### config.mk
export PLATFORM = sky130hd
export DESIGN_NAME = nns_ctrl
export DESIGN_NICKNAME = d
export VERILOG_FILES = /design/src/rtl/core/nns_pkg.sv /design/src/rtl/core/nns_ctrl.sv
export SDC_FILE = /design/constraint.sdc
export NUM_CORES = 1
export LEC_CHECK = 0
export CAP_MARGIN = 15
export CORE_AREA = 8 8 45 47
export CTS_BUF_LIST = sky130_fd_sc_hd__clkbuf_16
export CTS_CLUSTER_SIZE = 30
export DETAILED_ROUTE_END_ITERATION = 8
export DIE_AREA = 0 0 53 55
export DONT_BUFFER_PORTS = 1
export MAX_ROUTING_LAYER = met4
export RECOVER_POWER = 25
export SLEW_MARGIN = 40
export SYNTH_ARGS = -nofsm -noshare
export SYNTH_HDL_FRONTEND = slang
export SYNTH_SLANG_ARGS = --single-unit
### constraint.sdc
create_clock -name clk_i -period 4.3 [get_ports clk_i]
set_clock_uncertainty 0.2 [all_clocks]
set_input_delay 0.86 -clock clk_i [delete_from_list [all_inputs] [get_ports clk_i]]
set_output_delay 0.86 -clock clk_i [all_outputs]
set_load 0.005 [all_outputs]
### src/rtl/core/nns_pkg.sv
`default_nettype none

package nns_pkg;

  localparam int unsigned PIX_W   = 32;
  localparam int unsigned LIDX_W  = 16;
  localparam int unsigned COORD_W = 12;
  localparam int unsigned SRC_W   = 9;
  localparam int unsigned DST_W   = 13;
  localparam int unsigned CFG_W   = 13;
  localparam int unsigned CADDR_W = 2;
  // Product of a coordinate and a source side, and the quotient width.
  localparam int unsigned PROD_W  = COORD_W + SRC_W;
  localparam int unsigned QUOT_W  = 8;
  localparam int unsigned CNT_W   = $clog2(QUOT_W);
  localparam int unsigned RIDX_W  = 16;

  localparam logic [SRC_W-1:0] SRC_SIDE_MAX = SRC_W'(256);
  localparam logic [SRC_W-1:0] SRC_RESET    = SRC_W'(256);
  localparam logic [DST_W-1:0] DST_RESET    = DST_W'(256);

  localparam logic CMD_LOAD  = 1'b0;
  localparam logic CMD_FETCH = 1'b1;

  localparam logic [CADDR_W-1:0] REG_SRC_WIDTH  = 2'd0;
  localparam logic [CADDR_W-1:0] REG_SRC_HEIGHT = 2'd1;
  localparam logic [CADDR_W-1:0] REG_DST_WIDTH  = 2'd2;
  localparam logic [CADDR_W-1:0] REG_DST_HEIGHT = 2'd3;

  typedef enum logic [2:0] {
    ST_IDLE,
    ST_PROD,
    ST_DIV,
    ST_INDEX,
    ST_READ,
    ST_RESP
  } state_e;

  typedef struct packed {
    logic load;
    logic latch;
    logic div_init;
    logic div_step;
    logic index;
    logic read;
  } dp_cmd_t;

  function automatic logic [SRC_W-1:0] clamp_src(input logic [SRC_W-1:0] v);
    logic [SRC_W-1:0] r;
    if (v == '0) begin
      r = SRC_W'(1);
    end else if (v > SRC_SIDE_MAX) begin
      r = SRC_SIDE_MAX;
    end else begin
      r = v;
    end
    return r;
  endfunction

endpackage

`default_nettype wire

### src/rtl/core/nns_ctrl.sv
`default_nettype none

module nns_ctrl (
  input  wire logic             clk_i,
  input  wire logic             rst_ni,
  input  wire logic             start,
  input  wire logic             cmd_i,
  output logic                  busy,
  output logic                  done_o,
  output nns_pkg::dp_cmd_t      cmd_o
);
  import nns_pkg::*;

  state_e           state_q, state_d;
  logic [CNT_W-1:0] cnt_q, cnt_d;
  logic             idle;

  assign idle = (state_q == ST_IDLE);

  always_comb begin
    state_d = state_q;
    cnt_d   = cnt_q;
    case (state_q)
      ST_IDLE: begin
        if (start && cmd_i == CMD_FETCH) begin
          state_d = ST_PROD;
        end
      end
      ST_PROD: begin
        cnt_d   = '0;
        state_d = ST_DIV;
      end
      ST_DIV: begin
        cnt_d = cnt_q + CNT_W'(1);
        if (cnt_q == CNT_W'(QUOT_W - 1)) begin
          state_d = ST_INDEX;
        end
      end
      ST_INDEX: state_d = ST_READ;
      ST_READ:  state_d = ST_RESP;
      ST_RESP:  state_d = ST_IDLE;
      default:  state_d = ST_IDLE;
    endcase
  end

  always_comb begin
    cmd_o          = '0;
    cmd_o.load     = idle && start && (cmd_i == CMD_LOAD);
    cmd_o.latch    = idle && start && (cmd_i == CMD_FETCH);
    cmd_o.div_init = (state_q == ST_PROD);
    cmd_o.div_step = (state_q == ST_DIV);
    cmd_o.index    = (state_q == ST_INDEX);
    cmd_o.read     = (state_q == ST_READ);
    busy           = !idle;
    done_o         = (state_q == ST_RESP);
  end

  always_ff @(posedge clk_i or negedge rst_ni) begin
    if (!rst_ni) begin
      state_q <= ST_IDLE;
      cnt_q   <= '0;
    end else begin
      state_q <= state_d;
      cnt_q   <= cnt_d;
    end
  end

  a_fetch_latency: assert property (@(posedge clk_i) disable iff (!rst_ni)
    cmd_o.latch |-> ##12 done_o)
    else $error("fetch result not delivered after the fixed latency");

  a_done_frees: assert property (@(posedge clk_i) disable iff (!rst_ni)
    done_o |=> !busy)
    else $error("block still busy after delivering a result");

  a_index_after_div: assert property (@(posedge clk_i) disable iff (!rst_ni)
    cmd_o.index |-> ($past(cmd_o.div_step) && $past(cnt_q) == CNT_W'(QUOT_W - 1)))
    else $error("index computed before the division finished");

endmodule

`default_nettype wire

==> metrics, run 1 <==
number of I/O pins=12; status=completed; routed length per instance=15.87 µm; Max Clock Freq=407.8 MHz; final count of hold timing violations=0; Antenna Nets Post-Route=0; instance count after placement with tap cells included=50; area share of the largest cell type after synthesis=36.36%; GPL Wtd Cong=0.6873; DIE HEIGHT=55 µm; switch share=33.97%; number of distinct library cells after synthesis=19; startpoint types=register; Tcrit/Tclk final=57.02%; # rows=14; Final Max Slew Viols=0; sum of negative setup slack=0 ps; setup repair after global routing missed its margin=no; cell type with the largest total area after synthesis=sky130_fd_sc_hd__dfrtp_1; first-pass iteration count of the detailed router=3; Setup Crit Path Kind=register to output port; Setup crit end kind=output port; area of placed instances=391.6 µm²; sinks on the clock net=6; antenna violations before repair=0; clock slew at reported path FFs=30 ps; leading post-synthesis cells by cell area=sky130_fd_sc_hd__dfrtp_1 (36%), sky130_fd_sc_hd__nor3b_1 (9.1%), sky130_fd_sc_hd__buf_6 (8.2%); cell at the root of the clock tree=sky130_fd_sc_hd__clkbuf_16; number of flip-flops and latches in the synthesized netlist=6; Placeable Area=0.001384 mm²; worst-margin pin slew=504.8 ps; IR Drop Worst-Case VDD=0.3912 mV; area taken by multi-input logic gates=217.7 µm²; Hold/Removal Path Class=input port to async pin; setup bufs post-CTS=0; Comb pwr share=30.0%; clock latency reported for the late side of the worst-skew pair=230 ps; global-route met1 utilization=7.055%; die outline area=0.002915 mm²; overall fraction of global-route tracks in use=6.723%; starting utilization of the core area=29.84%; Int Pwr=0.2695 mW; power density of the placed cells=874.5 mW/mm²; sum of overflow across all layers after global routing=0; portion of the post-synthesis area used by sequential elements=36.36%; filler instances=143; cells after synthesis=38; first-pass GRT wire length=1297 µm; count of nets after finishing=45; final wirelength=841 µm; Switch Pwr=0.1386 mW; fraction of layout instances using a drive strength above 1=13.51%; Register Area=150.1 µm²; number of gates resized after CTS=0; average cell area after synthesis=10.87 µm²; Hold Worst Slack=126.4 ps; Die X-Extent=53 µm; final setup violation count=0; H-tree depth=1; area added between synthesis and finish=13.03%; routing usage on met3=5.080%; vias after detailed routing=287; count of synthesis-stage warnings from yosys=0; Max Buffers Root-to-Sink=2; part of the total power dissipated in the clock network=37.5%; worst endpoint required time=3240 ps; fin cells=53; number of DRC violations after detailed-routing iteration 0=4; pin count of the biggest net entering global routing=18; average via count per standard cell=5.415; relative slew slack=66.35%; static power due to leakage=0.2195 nW; GR Layer Usage met2=7.617%; proportion of power drawn by flip-flops and latches=32.5%; peak fanout along the critical path=13; number of buffers inserted during clock tree synthesis=3; cell count of the worst reg-to-reg path=4; Remaining DRCs=0; number of max-capacitance violations reported=0; TritonCTS clock tree=built; half-perimeter wire length after placement=555.8 µm; number of diodes added for antenna fixing=0; via count of the first global-routing pass=248; synthesized netlist net count=44; area of all placed cells without fillers=466.7 µm²; highest-utilization routing layer at the global route stage=met2; synthesized cell area=412.9 µm²; arrival time of the worst setup path=1390 ps; share of the core filled with cells in the final layout=33.73%; port bufs=0; number of hold buffers added after CTS=0; time the final worst path needs with I/O delays and setup=2452 ps
[power by group through the flow]
stage	sequential, mW	combinational (mW)	clock (mW)
floorplan	0.0962	0.162	0
global placement	0.131	0.121	0
detailed placement	0.133	0.124	0
CTS	0.133	0.125	0.155
global route	0.140	0.136	0.159
finish	0.133	0.123	0.153
[layer usage]
metal / up-vias / part of all wire (%)
li1: 136 / -
met1: 132 / 41
met2: 14 / 38
met3: 5 / 18
met4: 0 / 3.2
met5: - / 0
[worst paths after layout]
check | start | end | slack (ps)
worst max-delay path | state_q[1] | cmd_o[1] | 1850
worst max register to register | cnt_q[0] | cnt_q[2] | 2690
min in group clk_i | cnt_q[1] | cnt_q[1] | 340
worst min register to register | cnt_q[1] | cnt_q[1] | 340
worst min-delay path | rst_ni | cnt_q[0] | 130
max in group asynchronous | rst_ni | state_q[0] | 3710
[cell usage in the layout, fill, tap and decap left out]
master,Yosys,layout
sky130_fd_sc_hd__ha_1,2,2
sky130_fd_sc_hd__nand4bb_1,1,1
sky130_fd_sc_hd__inv_1,1,1
sky130_fd_sc_hd__nor2b_1,3,3
sky130_fd_sc_hd__a21oi_1,1,1
sky130_fd_sc_hd__o31ai_1,1,1
sky130_fd_sc_hd__nor3b_2,2,2
sky130_fd_sc_hd__and3b_1,1,1
sky130_fd_sc_hd__a21o_1,2,2
sky130_fd_sc_hd__and3_1,1,1
sky130_fd_sc_hd__nor3_1,1,1
sky130_fd_sc_hd__dfrtp_1,6,6
sky130_fd_sc_hd__nor2_1,2,2
sky130_fd_sc_hd__clkbuf_16,0,3
sky130_fd_sc_hd__and2_1,1,1
sky130_fd_sc_hd__nor3b_1,5,5
sky130_fd_sc_hd__a221o_1,3,3
sky130_fd_sc_hd__xnor2_1,1,1
[logic make-up after synthesis]
kind of cell | Yosys count | synth area share (%)
compound gates | 7 | 13.94
flops | 6 | 36.36
buf+inv | 5 | 10.91
simple gates | 17 | 30.61
xor+xnor | 1 | 2.122
fa+ha+maj | 2 | 6.060
[stage by stage]
stage / power, mW / setup slack (ps)
finish: 0.4081 / 1848
global route: 0.4353 / 1680
CTS: 0.4135 / 1838
detailed placement: 0.2572 / 2099
global placement: 0.2521 / 2099
floorplan: 0.2579 / 2209
[critical path, cell delays in order, from the launching register on]
cell and delay (ps):
sky130_fd_sc_hd__dfrtp_1 590, sky130_fd_sc_hd__nor2b_1 360, sky130_fd_sc_hd__and2_1 210
[registers in the layout, summed over array words and instances (netlist names)]
| name | count |
|---|---|
| state_q | 3 |
| cnt_q | 3 |
[synth_stat cells]
library cell	instances
sky130_fd_sc_hd__nor2b_1	3
sky130_fd_sc_hd__and2_1	1
sky130_fd_sc_hd__a21o_1	2
sky130_fd_sc_hd__inv_1	1
sky130_fd_sc_hd__buf_6	3
sky130_fd_sc_hd__xnor2_1	1
sky130_fd_sc_hd__nand4bb_1	1
sky130_fd_sc_hd__and3b_1	1
sky130_fd_sc_hd__nor3b_1	5
sky130_fd_sc_hd__o31ai_1	1
sky130_fd_sc_hd__nor2_1	2
sky130_fd_sc_hd__and3_1	1
sky130_fd_sc_hd__nor3_1	1
sky130_fd_sc_hd__buf_4	1
sky130_fd_sc_hd__ha_1	2
sky130_fd_sc_hd__dfrtp_1	6
sky130_fd_sc_hd__nor3b_2	2
sky130_fd_sc_hd__a221o_1	3
sky130_fd_sc_hd__a21oi_1	1
[cell type report]
cell class	count	area share, %
clock buffers	3	16.09
multi-input cells	27	46.65
inverters	1	0.8043
flip-flops and latches	6	32.17
well taps	16	4.290
Note: power is estimated with default switching activity, not from simulation.
==> inputs of run 2 (changes only) <==
Settings changed: ABC_AREA set to 1.
Clock period 4.3 ns to 2.52 ns, I/O delays scaled along.
==> run 2 against run 1 <==
Sequential share of layout area rose by 1.4 points; setup slack worse by 1200 ps; clock power grew 67%; die area unchanged; synthesized area is 16% lower; count of clock-buffer cells in the layout stayed put; worst hold slack gained 170 ps; combinational power up 85%; via count is 1.7% lower; global-route usage down 0.44 points; non-clock buffer count grew 1; routed wire length fell by 17%.
==> metrics, run 2 <==
status=completed; final count of hold timing violations=0; Power Total=0.6604 mW; routed length per instance=10.92 µm; cell type with the largest total area after synthesis=sky130_fd_sc_hd__dfrtp_1; synthesized netlist net count=50; average via count per standard cell=4.406; Max Used Layer=met4; portion of the post-synthesis area used by sequential elements=43.32%; H-tree depth=1; number of buffers inserted during clock tree synthesis=3; starting utilization of the core area=25.05%; relative slew slack=81.59%; met3 wire length=103 µm; number of distinct library cells after synthesis=14; register-to-register setup slack=1210 ps; Antenna Nets Post-Route=0; worst-margin pin slew=275.3 ps; number of DRC violations after detailed-routing iteration 0=2; Worst setup startpoint=state_q[1]; cell type of the slowest stage on the worst timing path=sky130_fd_sc_hd__dfrtp_1; time the final worst path needs with I/O delays and setup=1825 ps; clock latency reported for the late side of the worst-skew pair=230 ps; number of flip-flops and latches in the synthesized netlist=6; worst endpoint required time=1820 ps; delay of the slowest critical-path stage=440 ps; area share of the largest cell type after synthesis=43.32%; Placeable Area=0.001384 mm²; IR Drop Worst-Case VDD=0.4075 mV; first-pass GRT wire length=1200 µm; final wirelength=699 µm; Register Area=150.1 µm²; Final Max Slew Viols=0; number of gates resized after CTS=0; GPL Wtd Cong=0.7329; Critical Path, Cell by Cell=nor2_2 > nand2_2 > nor3b_2; area added between synthesis and finish=28.88%; setup bufs post-CTS=0; area of placed instances=366.6 µm²; die outline area=0.002915 mm²; count of nets after finishing=56; average cell area after synthesis=7.877 µm²; number of max-capacitance violations reported=0; pin count of the biggest net entering global routing=9; overall fraction of global-route tracks in use=6.285%; Hold/Removal Path Class=register to register; first-pass iteration count of the detailed router=3; clock slew at reported path FFs=30 ps; arrival time of the worst setup path=1120 ps; Commonest cells post-synth=sky130_fd_sc_hd__nand2_1 (10), sky130_fd_sc_hd__dfrtp_1 (6), sky130_fd_sc_hd__inv_1 (5), sky130_fd_sc_hd__nand3_1 (5), sky130_fd_sc_hd__nor2_1 (4); area of all placed cells without fillers=446.7 µm²; number of I/O pins=12; DIE HEIGHT=55 µm; sum of negative setup slack=0 ps; vias after detailed routing=282; Die X-Extent=53 µm; cells after synthesis=44; wire length on met2=219 µm; Tcrit/Tclk final=72.42%; most used cells in the layout excluding fill and tap cells=sky130_fd_sc_hd__nand2_1 (10), sky130_fd_sc_hd__nand3_1 (6), sky130_fd_sc_hd__dfrtp_1 (6), sky130_fd_sc_hd__inv_1 (5), sky130_fd_sc_hd__nor2_1 (4); most common cell after layout, fill and taps aside=sky130_fd_sc_hd__nand2_1; Hold Worst Slack=301.3 ps; setup repair after global routing missed its margin=no; leading post-synthesis cells by cell area=sky130_fd_sc_hd__dfrtp_1 (43%), sky130_fd_sc_hd__nand2_1 (11%), sky130_fd_sc_hd__ha_1 (7.2%); # rows=14; synthesized cell area=346.6 µm²; startpoint of the most critical hold path=cnt_q[1]; TritonCTS clock tree=built; most frequently used cell type in the post-synthesis netlist=sky130_fd_sc_hd__nand2_1; FFs w/ async S/R, synth=100.0%; leading register cell type out of synthesis=sky130_fd_sc_hd__dfrtp_1; antenna violations before repair=0; count of synthesis-stage warnings from yosys=0; power density of the placed cells=1479 mW/mm²; sinks on the clock net=6; half-perimeter wire length after placement=513.6 µm; fraction of layout instances using a drive strength above 1=22.92%; startpoint types=register; cell at the root of the clock tree=sky130_fd_sc_hd__clkbuf_16; EDFF count, synth=0; via count of the first global-routing pass=286; filler instances=147; number of hold buffers added after CTS=1; reg2reg start=cnt_q[0]; peak fanout along the critical path=5; area taken by multi-input logic gates=161.4 µm²; largest registers ranked by flip-flop count=cnt_q: 3 flops, state_q: 3 flops; Setup crit end kind=output port; Setup Crit Path Kind=register to output port; number of diodes added for antenna fixing=0; sum of overflow across all layers after global routing=0; port bufs=0; Remaining DRCs=0; final setup violation count=0; detailed-routing wirelength on met1=344 µm; static power due to leakage=0.2382 nW; Max Clock Freq=548.0 MHz; Max Buffers Root-to-Sink=2
==> run 2: cell types whose count changed after synthesis, moves of 4 or more <==
cell,delta
sky130_fd_sc_hd__nand2_1,+10
sky130_fd_sc_hd__nand3_1,+5
sky130_fd_sc_hd__nor3b_1,-5
sky130_fd_sc_hd__inv_1,+4
==> run 2: layer usage <==
layer  vias to the layer above  global-route usage (%)
met5                         -                       -
met4                         0                   7.759
met3                         5                   3.743
met2                        15                   7.227
met1                       115                   6.481
li1                        147                       -
==> run 2: through the flow <==
stage                     utilization, %  setup WS (ps)  instances
after floorplan                        -          985.8         44
after global placement             26.49          939.6         60
after detailed placement           26.49          920.5         60
after CTS                          32.64          680.4         64
after global routing               32.28          612.7         64
final                              32.28          695.1         64
==> run 2: worst paths after layout <==
path,to,cells past startpoint
max,cmd_o[5],3
min,cnt_q[1],2
max reg2reg,state_q[0],6
min reg2reg,cnt_q[1],2
max in group asynchronous,cnt_q[2],1
min in group asynchronous,cnt_q[1],1
==> run 2: worst max-delay path, delay by kind of cell (launching register included) <==
kind | cells | cell delay (ps)
flops | 1 | 440
simple gates | 3 | 460
==> run 2: cells by family after synthesis <==
family	count (synthesis)	synth area share, %
adders and majority gates	2	7.219
DFF	6	43.32
buffers and inverters	8	8.665
AOI/OAI and AO/OA	2	3.249
and+or+nand+nor	26	37.54
==> run 2: layout make-up <==
cell class / instances / share of cell area (%)
clock buffers: 3 / 16.81
well taps: 16 / 4.482
repair buffers: 1 / 2.241
multi-input cells: 30 / 36.13
flip-flops and latches: 6 / 33.61
inverters: 8 / 6.723
==> run 2: power by group <==
group	switching (mW)	leakage (nW)	internal [mW]
registers	0.0409	0.0777	0.137
clock network	0.0518	0.0370	0.203
logic	0.153	0.123	0.0734
==> inputs of run 3 (changes only) <==
Settings changed: ABC_AREA 1 to 0.
Clock period 2.52 ns to 1.91 ns, I/O delays scaled along.
==> run 3 against run 2 <==
Global-route usage up 0.61 points; worst hold slack worse by 100 ps; final area up 13%; highest routed layer unchanged.
==> metrics, run 3 (synthesized netlist as in run 1, its figures left out) <==
status=completed; starting utilization of the core area=29.84%; Tcrit/Tclk final=94.80%; Max Buffers Root-to-Sink=2; clock latency reported for the late side of the worst-skew pair=230 ps; dominant delay contributor by cell family on the critical path=flip-flops; fin cells=58; wire length on met2=335 µm; via count of the first global-routing pass=289; die outline area=0.002915 mm²; GPL Wtd Cong=0.7156; worst endpoint required time=1330 ps; Max Clock Freq=552.3 MHz; cell count of the worst reg-to-reg path=4; Remaining DRCs=0; final count of hold timing violations=0; share of the core filled with cells in the final layout=36.62%; reg2reg start=cnt_q[0]; Antenna Nets Post-Route=0; Critical Path, Cell by Cell=nor3_1 > inv_1 > nor3b_2; register-to-register setup slack=320 ps; Setup Crit Path Kind=register to output port; Placeable Area=0.001384 mm²; H-tree depth=1; IR Drop Worst-Case VDD=0.5276 mV; cell type of the slowest stage on the worst timing path=sky130_fd_sc_hd__dfrtp_1; antenna violations before repair=0; count of nets after finishing=50; worst-margin pin slew=306.2 ps; startpoint of the most critical hold path=start; DIE HEIGHT=55 µm; first-pass iteration count of the detailed router=2; instance count after placement with tap cells included=54; sinks on the clock net=6; arrival time of the worst setup path=1230 ps; first-pass GRT wire length=1317 µm; final setup violation count=0; number of DRC violations after detailed-routing iteration 0=6; Hold/Removal Path Class=input port to register; number of gates resized after CTS=0; filler instances=146; area added between synthesis and finish=22.73%; half-perimeter wire length after placement=633.4 µm; overall fraction of global-route tracks in use=6.893%; largest registers ranked by flip-flop count=cnt_q: 3 flops, state_q: 3 flops; startpoint types=register; Hold Path Depth=2; static power due to leakage=0.2442 nW; most common cell after layout, fill and taps aside=sky130_fd_sc_hd__dfrtp_1; Setup crit end kind=output port; setup repair after global routing missed its margin=no; # rows=14; reg2reg end=cnt_q[2]; peak fanout along the critical path=8; number of hold buffers added after CTS=1; Max Used Layer=met4; number of I/O pins=12; most used cells in the layout excluding fill and tap cells=sky130_fd_sc_hd__dfrtp_1 (6), sky130_fd_sc_hd__nor3b_1 (5), sky130_fd_sc_hd__buf_4 (4); met3 wire length=131 µm; relative slew slack=79.52%; detailed-routing wirelength on met1=360 µm; sum of overflow across all layers after global routing=0; vias after detailed routing=309; number of diodes added for antenna fixing=0; final wirelength=836 µm; setup bufs post-CTS=0; number of max-capacitance violations reported=0; fraction of layout instances using a drive strength above 1=21.43%; time the final worst path needs with I/O delays and setup=1811 ps; number of buffers inserted during clock tree synthesis=3; delay of the slowest critical-path stage=450 ps; cell at the root of the clock tree=sky130_fd_sc_hd__clkbuf_16; WHS Endpoint=state_q[0]; port bufs=0; TritonCTS clock tree=built; sum of negative setup slack=0 ps; Die X-Extent=53 µm; clock slew at reported path FFs=30 ps; pin count of the biggest net entering global routing=17; average via count per standard cell=5.328; Final Max Slew Viols=0; routed length per instance=14.41 µm; power density of the placed cells=1923 mW/mm²; combined buffer and inverter count along the critical path=1
## run 3: cell types whose count changed in the layout (fill, tap and decap cells not counted), sizes merged, moves of 2 or more
cell and delta:
a21o +2, a221o +3, buf +4, inv -7, nand2 -12, nand3 -6, nor2 -4, nor2b +3
nor3b +6
## run 3: per-layer routing
metal | up-vias | track usage [%]
met4 | 0 | 6.466
met2 | 13 | 8.594
met1 | 146 | 7.362
li1 | 148 | -
met3 | 2 | 4.011
met5 | - | -
## run 3: layout make-up
| class | instances | area [µm²] | area share, % |
|---|---|---|---|
| Sequential cell | 6 | 150.1 | 29.63 |
| Inverter | 1 | 3.754 | 0.7407 |
| Tap cell | 16 | 20.02 | 3.951 |
| Timing Repair Buffer | 5 | 40.04 | 7.901 |
| Clock buffer | 3 | 75.07 | 14.81 |
| Multi-Input combinational cell | 27 | 217.7 | 42.96 |
## run 3: worst max-delay path by stage
stage	cells past startpoint	from	to	slack [ps]
after floorplan	4	cnt_q[0]	cnt_q[2]	370
after global placement	4	cnt_q[0]	cnt_q[2]	340
final	3	state_q[1]	cmd_o[5]	100
after detailed placement	4	cnt_q[0]	cnt_q[2]	320
after CTS	3	state_q[1]	cmd_o[5]	90
after global routing	3	state_q[1]	cmd_o[5]	3
## run 3: report_power, final
group	internal [mW]	leakage [nW]	total, mW	switching, mW
Sequential	0.184	0.0772	0.235	0.0508
Clock	0.268	0.0370	0.336	0.0673
Combinational	0.204	0.130	0.404	0.199
## run 3: per-stage QoR
step / instance area (µm²) / setup WS [ps] / power (mW) / hold slack, ps
after floorplan: 412.9 / 367.5 / 0.5807 / -113.6
after global placement: 421.7 / 337.9 / 0.6287 / -113.4
after detailed placement: 421.7 / 323.1 / 0.6404 / -113.4
after CTS: 506.7 / 87.44 / 0.9939 / 203.7
after global routing: 506.7 / 2.847 / 1.060 / 225.0
final: 506.7 / 99.41 / 0.9746 / 199.9
